**config.mk**
```make
export PLATFORM = sky130hd
export DESIGN_NAME = rac_fit_eval
export DESIGN_NICKNAME = d
export VERILOG_FILES = /design/src/rtl/core/rac_pkg.sv /design/src/rtl/core/rac_fit_eval.sv
export SDC_FILE = /design/constraint.sdc
export NUM_CORES = 1
export LEC_CHECK = 0
export BUFFER_PORTS_ARGS = -buffer_cell sky130_fd_sc_hd__buf_2
export CAP_MARGIN = 20
export CELL_PAD_IN_SITES_DETAIL_PLACEMENT = 1
export CELL_PAD_IN_SITES_GLOBAL_PLACEMENT = 1
export CORE_ASPECT_RATIO = 0.9
export CORE_MARGIN = 2
export CORE_UTILIZATION = 34
export DETAILED_ROUTE_END_ITERATION = 7
export GPL_TIMING_DRIVEN = 0
export PLACE_DENSITY_LB_ADDON = 0.1
export SLEW_MARGIN = 20
export SYNTH_ARGS = -nofsm -noshare
export SYNTH_HDL_FRONTEND = slang
export SYNTH_SLANG_ARGS = --single-unit
```
**constraint.sdc**
```tcl
create_clock -name vclk -period 11.4
set_clock_uncertainty 0.15 [all_clocks]
set_input_delay 0.57 -clock vclk [all_inputs]
set_output_delay 0.57 -clock vclk [all_outputs]
set_load 0.01 [all_outputs]
```
**src/rtl/core/rac_pkg.sv**
```systemverilog
`default_nettype none
package rac_pkg;

    localparam int MAX_RANGES = 64;
    localparam int IDX_W      = $clog2(MAX_RANGES);
    localparam int CNT_W      = $clog2(MAX_RANGES + 1);
    localparam int ADDR_W     = 64;
    localparam int LEN_W      = 48;
    localparam int ALN_W      = 21;

    localparam logic [ALN_W-1:0] DEFAULT_ALIGN = ALN_W'(16);
    localparam logic [LEN_W-1:0] RESET_TOTAL   = LEN_W'(1048576);

    localparam logic [1:0] CMD_ALLOC   = 2'd0;
    localparam logic [1:0] CMD_FREE    = 2'd1;
    localparam logic [1:0] CMD_QUERY   = 2'd2;
    localparam logic [1:0] CMD_REBUILD = 2'd3;

    localparam logic [1:0] FIT_FIRST = 2'd0;
    localparam logic [1:0] FIT_BEST  = 2'd1;
    localparam logic [1:0] FIT_EXACT = 2'd2;
    localparam logic [1:0] FIT_LAST  = 2'd3;

    localparam logic [1:0] ST_OK    = 2'd0;
    localparam logic [1:0] ST_INVAL = 2'd1;
    localparam logic [1:0] ST_NOMEM = 2'd2;

    localparam logic CFG_BASE  = 1'b0;
    localparam logic CFG_TOTAL = 1'b1;

    typedef struct packed {
        logic [ADDR_W-1:0] start;
        logic [LEN_W-1:0]  len;
        logic              taken;
        logic [ALN_W-1:0]  aln;
    } entry_t;

    localparam int ENTRY_W = $bits(entry_t);

    typedef struct packed {
        logic              fit;
        logic [ALN_W-1:0]  pad;
        logic [LEN_W-1:0]  waste;
    } fit_t;

endpackage
`default_nettype wire

```
**src/rtl/core/rac_fit_eval.sv**
```systemverilog
`default_nettype none
module rac_fit_eval (
    input  wire rac_pkg::entry_t               ent,
    input  wire logic [rac_pkg::LEN_W-1:0]     size,
    input  wire logic [rac_pkg::ALN_W-1:0]     mask,
    output rac_pkg::fit_t                      res
);

    logic [rac_pkg::ALN_W-1:0] pad;
    logic [rac_pkg::LEN_W:0]   need;

    always_comb
    begin
        pad       = (~ent.start[rac_pkg::ALN_W-1:0] + 1'b1) & mask;
        need      = {1'b0, size} + (rac_pkg::LEN_W+1)'(pad);
        res.fit   = !ent.taken && ({1'b0, ent.len} >= need);
        res.pad   = pad;
        res.waste = ent.len - need[rac_pkg::LEN_W-1:0];
    end

endmodule
`default_nettype wire
```
## Word-level counts from Yosys, hierarchy flattened

Cells that the tools add are included.

- $add $sub $neg: 3
- Order comparisons: 1
- Bitwise operators: 2
- Reductions and logical operators: 2

Operators by type and width:

| cell | number |
|---|---|
| 48-bit by 21-bit adder with 49-bit output | 1 |
| 48-bit by 49-bit greater-or-equal comparator with 1-bit output | 1 |
| 48-bit subtractor | 1 |
| 21-bit by 1-bit adder with 21-bit output, second input constant | 1 |
| 21-bit AND | 1 |
| 21-bit inverter | 1 |
| 1-bit logical AND | 1 |
| 1-bit zero test | 1 |

- Bits in registers: 0
- Input port bits: 203
- Output and inout bits: 70
- Logic and storage cells: 8

## Longest topological paths before layout

Gate-level depths: netlist (run 1).

- Depth in word-level cells: 6
- Mapped depth: 27
- Depth with buffers taken out: 25

## Worst setup path after synthesis (run 1)

No wires, ideal clock.

- Path kind: input to output
- Start: input ent[75] (netlist name)
- End: output res[46] (netlist name)
- Data arrival time: 5.795 ns
- Required time: 10.680 ns
- Path slack: 4.885 ns
- Cell stages on the path: 26
- Buffers on the path: 2
- Cell sequence: or4_1 > nor4_1 > nand2b_1 > nor3_1 > xnor2_1 > and2_1 > ha_1 > a21o_1 > a21oi_1 > a21boi_0 > o21bai_1 > o31a_1 > o41ai_4 > buf_2 > nor2_1 > xnor2_1 > ha_1 > clkdlybuf4s15_2 > a21oi_1 > o21a_1 > a21oi_1 > o2111ai_1 > a21oi_1 > o211ai_1 > a31oi_1 > xor2_1

RTL lines:

| what | line | source |
|---|---|---|
| start: declaration | rac_fit_eval.sv:3 | `input wire rac_pkg::entry_t ent,` |
| end: declaration | rac_fit_eval.sv:6 | `output rac_pkg::fit_t res` |

==> reports/metrics.cfg, run 1 <==
[power_and_ir_drop]
power_mw = 0.5253
power_leakage_nw = 2.962
switching_share_pct = 57.99
power_frac_seq_pct = 0
clkPwrFrac_pct = 0
ir_worst_vdd_mv = 0.04195
pwr_density_cell_nw_per_um2 = 85.87
internal_power_mw = 0.2207
power_switching_mw = 0.3046
comb_power_share_pct = 100.0

[timing]
drv_slew = 0
setup_viol = 0
finalHoldViolations = 0
min_period_ns = 8.101
fmax_mhz = 123.4
rsz0062_at_grt = no
worst_slew_pin_slew_ns = 0.7003
fin_setup_tns_ns = 0
fin_hold_ws_ns = 1.318
fin_crit_sh_pct = 71.06
slew_headroom_pct = 52.88

[logic_synthesis]
yosysTopAreaCellShare_pct = 18.13
synth_area_leaders = ha_1 (18%), xnor2_1 (10%), xor2_1 (8.9%)
netlist_area_um2 = 4830
syn-num-nets = 966
syn_avg_cell_area_um2 = 6.989
yosysWarnings = 0
synth_cell_types = 70
ys_seq_area_share_pct = 0
yosysTopAreaCell = ha_1
syn_inst = 691

[placed_design]
io_buffer_count = 209
dpl.cell_count = 1093
finalWeightedCongestion = 0.9253
hpwl_mm = 16.41

[worst_setup_path]
critical_path_class = primary input to primary output
crit_path_max_fanout = 10
endpoint_kind = primary output
critical_path_required_ns = 10.68
crit_path_start_kind = primary input
worst-endpoint-arrival_ns = 7.38

[grt]
antenna_found_initial = 0
grt_pass1_wl_mm = 28.82
grt_remaining_overflow = 0
first_global_vias = 5969
track_usage_pct = 23.12
grt_max_degree = 11

[clock_tree]
cts_resized = 0
hold_buffers = 0
cts_setup_buffers = 0

[outcome]
status = complete, no violations

[final_layout]
fillers = 1903
nets = 1177
nFlopsAndLatches = 0
nClkBuffers = 0
antenna_cells = 0
instances_no_fill = 1093
drive_gt1_share_pct = 26.22
seqCellArea_um2 = 0
final_core_util_pct = 43.84
area_growth_pct = 26.66

[worst_hold_path]
worstHoldPathType = primary input to primary output

[floorplanning]
die_area_um2 = 15180
row_count = 41
start_util_pct = 34.61
die_h_um = 117.1
fp.dieW_um = 129.6
core_um2 = 13950
ios = 273

[route]
routed_wl_mm = 18.31
ant_nets = 0
drc = 0
drt_iter0_markers = 204
drtPass1Iterations = 5
vias_per_cell = 5.442
vias = 5948
routedWlPerCell_um = 16.75

[job]
max-cap-violations = 0

==> area by class of cell <==
| class | instances | area, um2 | share of cell area, % |
|---|---|---|---|
| multi-input cells | 654 | 4633 | 75.74 |
| inverters | 22 | 82.58 | 1.350 |
| repair buffers | 209 | 1046 | 17.10 |
| plain buffers | 15 | 113.9 | 1.861 |
| well taps | 193 | 241.5 | 3.948 |
==> synth_stat cells, types with 3 or more instances <==
master,count
ha_1,70
nand3_1,24
clkbuf_1,7
nor2_1,47
inv_1,22
xor2_1,49
or4_1,3
o21ai_0,35
nand2b_1,7
and4_1,3
o21bai_1,11
a21o_1,34
nand2_1,67
a21o_2,3
nor4b_1,4
a31oi_1,8
or3_1,12
clkbuf_8,3
xnor2_1,55
nor2b_1,6
a211o_1,4
and3_1,16
o21a_1,8
o211ai_1,4
nor3_1,21
nand4_1,19
nor4_1,10
a21oi_1,67
and2_1,21
==> worst max-delay path: stages <==
cell and delay [ns]:
buf_2 0.14, or4_1 0.60, nor4_1 0.35, nand2b_1 0.25, nor3_1 0.25, xnor2_1 0.09, and2_1 0.17, ha_1 0.35
a21o_1 0.22, a21oi_1 0.16, a21boi_0 0.29, o21bai_1 0.12, o31a_1 0.34, o41ai_4 0.45, buf_2 0.38, nor3_1 0.12
xnor2_1 0.14, ha_1 0.41, and3_1 0.29, nand3_1 0.15, nor3_1 0.31, nand3b_1 0.11, nor4_1 0.44, o21ai_0 0.16
a211o_1 0.30, o21ai_0 0.07, buf_2 0.15
==> power groups by stage <==
stage	Combinational (mW)	Sequential [mW]	Clock, mW
2_1_floorplan	0.339	0	0
3_3_place_gp	0.512	0	0
3_5_place_dp	0.525	0	0
4_1_cts	0.528	0	0
5_1_grt	0.580	0	0
6_report	0.525	0	0
==> through the flow <==
step	cell area, um2	setup WS [ns]
finish	6117	3.299
global route	6117	2.700
CTS	6117	3.318
detailed placement	6117	3.338
global placement	6117	3.453
floorplan	4830	4.885
==> worst paths after layout <==
check                 startpoint  slack, ns       to  depth (start not counted)
worst max-delay path     ent[73]       3.30  res[69]                         27
worst min-delay path    mask[20]       1.32  res[68]                          3
==> kinds of logic (layout without fill, tap and decap cells) <==
logic type / Yosys count / in the layout / synth area share, %
AOI/OAI and AO/OA: 203 / 203 / 28.11
buffers and inverters: 37 / 246 / 4.067
xor gates and xnor gates: 105 / 105 / 19.20
and+or+nand+nor: 274 / 274 / 29.66
adders and majority gates: 72 / 72 / 18.96
==> cell usage in the layout, fill, tap and decap left out, types with 4 or more instances in the layout <==
cell	n
nand4_1	19
and2_1	21
nor4b_1	4
o21bai_1	11
nor2_1	47
nand2b_1	7
nand2_1	67
inv_1	22
and3_1	16
a21oi_1	67
nand3_1	24
xnor2_1	55
o21a_1	8
o211ai_1	4
ha_1	70
or3_1	12
xor2_1	49
nor3_1	21
o21ai_0	35
clkbuf_1	7
buf_2	210
a211o_1	4
nor2b_1	6
a31oi_1	8
nor4_1	10
a21o_1	34
==> metal layers <==
| metal | wire length [um] | vias up | GRT usage, % |
|---|---|---|---|
| met5 | 0 | - | 0 |
| met4 | 197 | 0 | 2.437 |
| met3 | 831 | 14 | 1.136 |
| met2 | 8541 | 129 | 40.24 |
| met1 | 8738 | 2818 | 32.77 |
| li1 | - | 2987 | - |
Note: power is estimated with default switching activity, not from simulation.
==> inputs of run 2 (changes only) <==
--- a/config.mk
+++ b/config.mk
@@ -11,7 +11,7 @@
 export CELL_PAD_IN_SITES_GLOBAL_PLACEMENT = 1
 export CORE_ASPECT_RATIO = 0.9
 export CORE_MARGIN = 2
-export CORE_UTILIZATION = 34
+export CORE_UTILIZATION = 28
 export DETAILED_ROUTE_END_ITERATION = 7
 export GPL_TIMING_DRIVEN = 0
 export PLACE_DENSITY_LB_ADDON = 0.1
==> constraint.sdc (replaced) <==
create_clock -name vclk -period 6.92
set_clock_uncertainty 0.15 [all_clocks]
set_input_delay 0.346 -clock vclk [all_inputs]
set_output_delay 0.346 -clock vclk [all_outputs]
set_load 0.01 [all_outputs]
==> run 2 against run 1 <==
  * First-iteration DRC count rose by 46%
  * Non-clock buffer count up 10
  * Sequential share of layout area did not move
  * Total power increased by 72%
  * Clock-buffer cell count stayed put
  * Critical path type unchanged
==> reports/metrics.cfg, run 2 (synthesized netlist as in run 1, its figures left out) <==
[grt]
grt_pass1_wl_mm = 31.06  ; was 28.82 mm
first_global_vias = 5898  ; was 5,969
grt_max_degree = 10  ; was 11
track_usage_pct = 20.63  ; was 23.12%
use_met1_pct = 32.30  ; was 32.77%
use_met2_pct = 33.00  ; was 40.24%
grt-busiest-layer = met2  ; unchanged
antenna_found_initial = 0  ; unchanged
grtUsageMet3_pct = 0.7071  ; was 1.136%
grt_remaining_overflow = 0  ; unchanged

[route]
drtPass1Iterations = 4  ; was 5
vias = 5963  ; was 5,948
routed_wl_mm = 19.77  ; was 18.31 mm
drt_iter0_markers = 297  ; was 204
ant_nets = 0  ; unchanged
routedWlPerCell_um = 17.64  ; was 16.75 um
drc = 0  ; unchanged
vias_per_cell = 5.319  ; was 5.442

[worst_hold_path]
min_from = mask[19]  ; was mask[20]
worstHoldPathType = primary input to primary output  ; unchanged

[final_layout]
instances_no_fill = 1121  ; was 1,093
drive_gt1_share_pct = 32.20  ; was 26.22%
antenna_cells = 0  ; unchanged
fillers = 2243  ; was 1,903
nets = 1187  ; was 1,177
design_area_um2 = 6477  ; was 6117 um2
area_growth_pct = 34.12  ; was 26.66%
nFlopsAndLatches = 0  ; unchanged
nClkBuffers = 0  ; unchanged
final_cell_mix = buf_2 (209), nand2_1 (66), ha_1 (61), a21oi_1 (59), xnor2_1 (54)  ; was buf_2 (210), ha_1 (70), a21oi_1 (67), nand2_1 (67), xnor2_1 (55)
seqCellArea_um2 = 0  ; unchanged
mostFrequentLayoutCell = buf_2  ; unchanged

[floorplanning]
die_h_um = 128.6  ; was 117.1 um
row_count = 45  ; was 41
die_area_um2 = 18320  ; was 15,180 um2
core_um2 = 16890  ; was 13,950 um2
ios = 273  ; unchanged
fp.dieW_um = 142.4  ; was 129.6 um
start_util_pct = 28.59  ; was 34.61%

[power_and_ir_drop]
pwr_density_cell_nw_per_um2 = 139.6  ; was 85.87 nW/um2
power_leakage_nw = 3.055  ; was 2.962 nW
ir_worst_vdd_mv = 0.08630  ; was 0.04195 mV

[worst_setup_path]
endpoint_kind = primary output  ; unchanged
crit_path_start_kind = primary input  ; unchanged
critPathLaunch = ent[75]  ; was ent[73]
critical_path_required_ns = 6.42  ; was 10.68 ns
crit_path_max_fanout = 6  ; was 10
crit_slowest_cell = or4_4  ; was or4_1
critical-path-top-delay-family = simple AND/OR/NAND/NOR gates  ; unchanged
worst-endpoint-arrival_ns = 6.22  ; was 7.38 ns
cpPeakStageDelay_ns = 0.58  ; was 0.60 ns
critical_path_class = primary input to primary output  ; unchanged
crit_buf_inv = 4  ; was 3

[outcome]
status = complete, no violations  ; unchanged

[placed_design]
place_area_um2 = 6140  ; was 6117 um2
io_buffer_count = 209  ; unchanged
dpl.cell_count = 1111  ; was 1,093
finalWeightedCongestion = 0.9065  ; was 0.9253
hpwl_mm = 17.42  ; was 16.41 mm

[clock_tree]
hold_buffers = 0  ; unchanged

[timing]
rsz0062_at_grt = yes  ; was no
fin_crit_sh_pct = 97.03
worst_slew_pin_slew_ns = 0.9005  ; was 0.7003 ns
min_period_ns = 6.715
finalHoldViolations = 0  ; unchanged
fmax_mhz = 148.9
slew_headroom_pct = 39.41  ; was 52.88%
drv_slew = 0  ; unchanged
setup_viol = 0  ; unchanged

[job]
max-cap-violations = 0  ; unchanged

[run 2: cell count changes in the layout (fill, tap and decap cells not counted), sizes merged]
cell	before	now
clkbuf	10	8
buf	212	225
clkdlybuf4s15	2	1
[run 2: cell type report]
type / instances / area (um2) / area share, %
Multi-Input combinational cell: 654 / 4886 / 75.43
Inverter: 22 / 82.58 / 1.275
Tap cell: 211 / 264.0 / 4.076
Timing Repair Buffer: 222 / 1144 / 17.66
Buffer: 12 / 101.3 / 1.565
[run 2: what timing repair did]
| item | 4_1_cts | 5_1_grt |
|---|---|---|
| resized for setup | 19 | 51 |
| setup endpoints to repair | 24 | 24 |
| pin swaps | 2 | 6 |
| cloned | 0 | 1 |
| buffers inserted | 4 | 8 |
[run 2: through the flow]
step                worst slack (ns)  hold slack [ns]  util, %  setup TNS, ns  total power, mW
CTS                         -0.02546           0.8745    37.00       -0.05571           0.8830
global placement             -0.7357           0.8719    36.35         -9.367           0.8549
global route                 -0.1219           0.8953    38.35        -0.3476           0.9984
floorplan                     0.8530           0.6648        -              0           0.5584
finish                        0.2054           0.8683    38.35              0           0.9039
detailed placement           -0.7410           0.8718    36.35         -9.628           0.8689
[run 2: layer usage]
layer | share of wire (%) | vias up
li1 | - | 3000
met1 | 52 | 2831
met2 | 44 | 128
met3 | 3.9 | 4
met4 | 0.20 | 0
met5 | 0 | -
[run 2: worst paths after layout]
| path | endpoint | slack (ns) | depth (start not counted) |
|---|---|---|---|
| worst max-delay path | res[69] | 0.21 | 26 |
| worst min-delay path | res[67] | 0.87 | 3 |
[run 2: report_power, final]
part,leakage [nW],switching (mW),internal [mW],total [mW]
clock,0,0,0,0
combinational,3.06,0.521,0.383,0.904
sequential,0,0,0,0
total,3.06,0.521,0.383,0.904
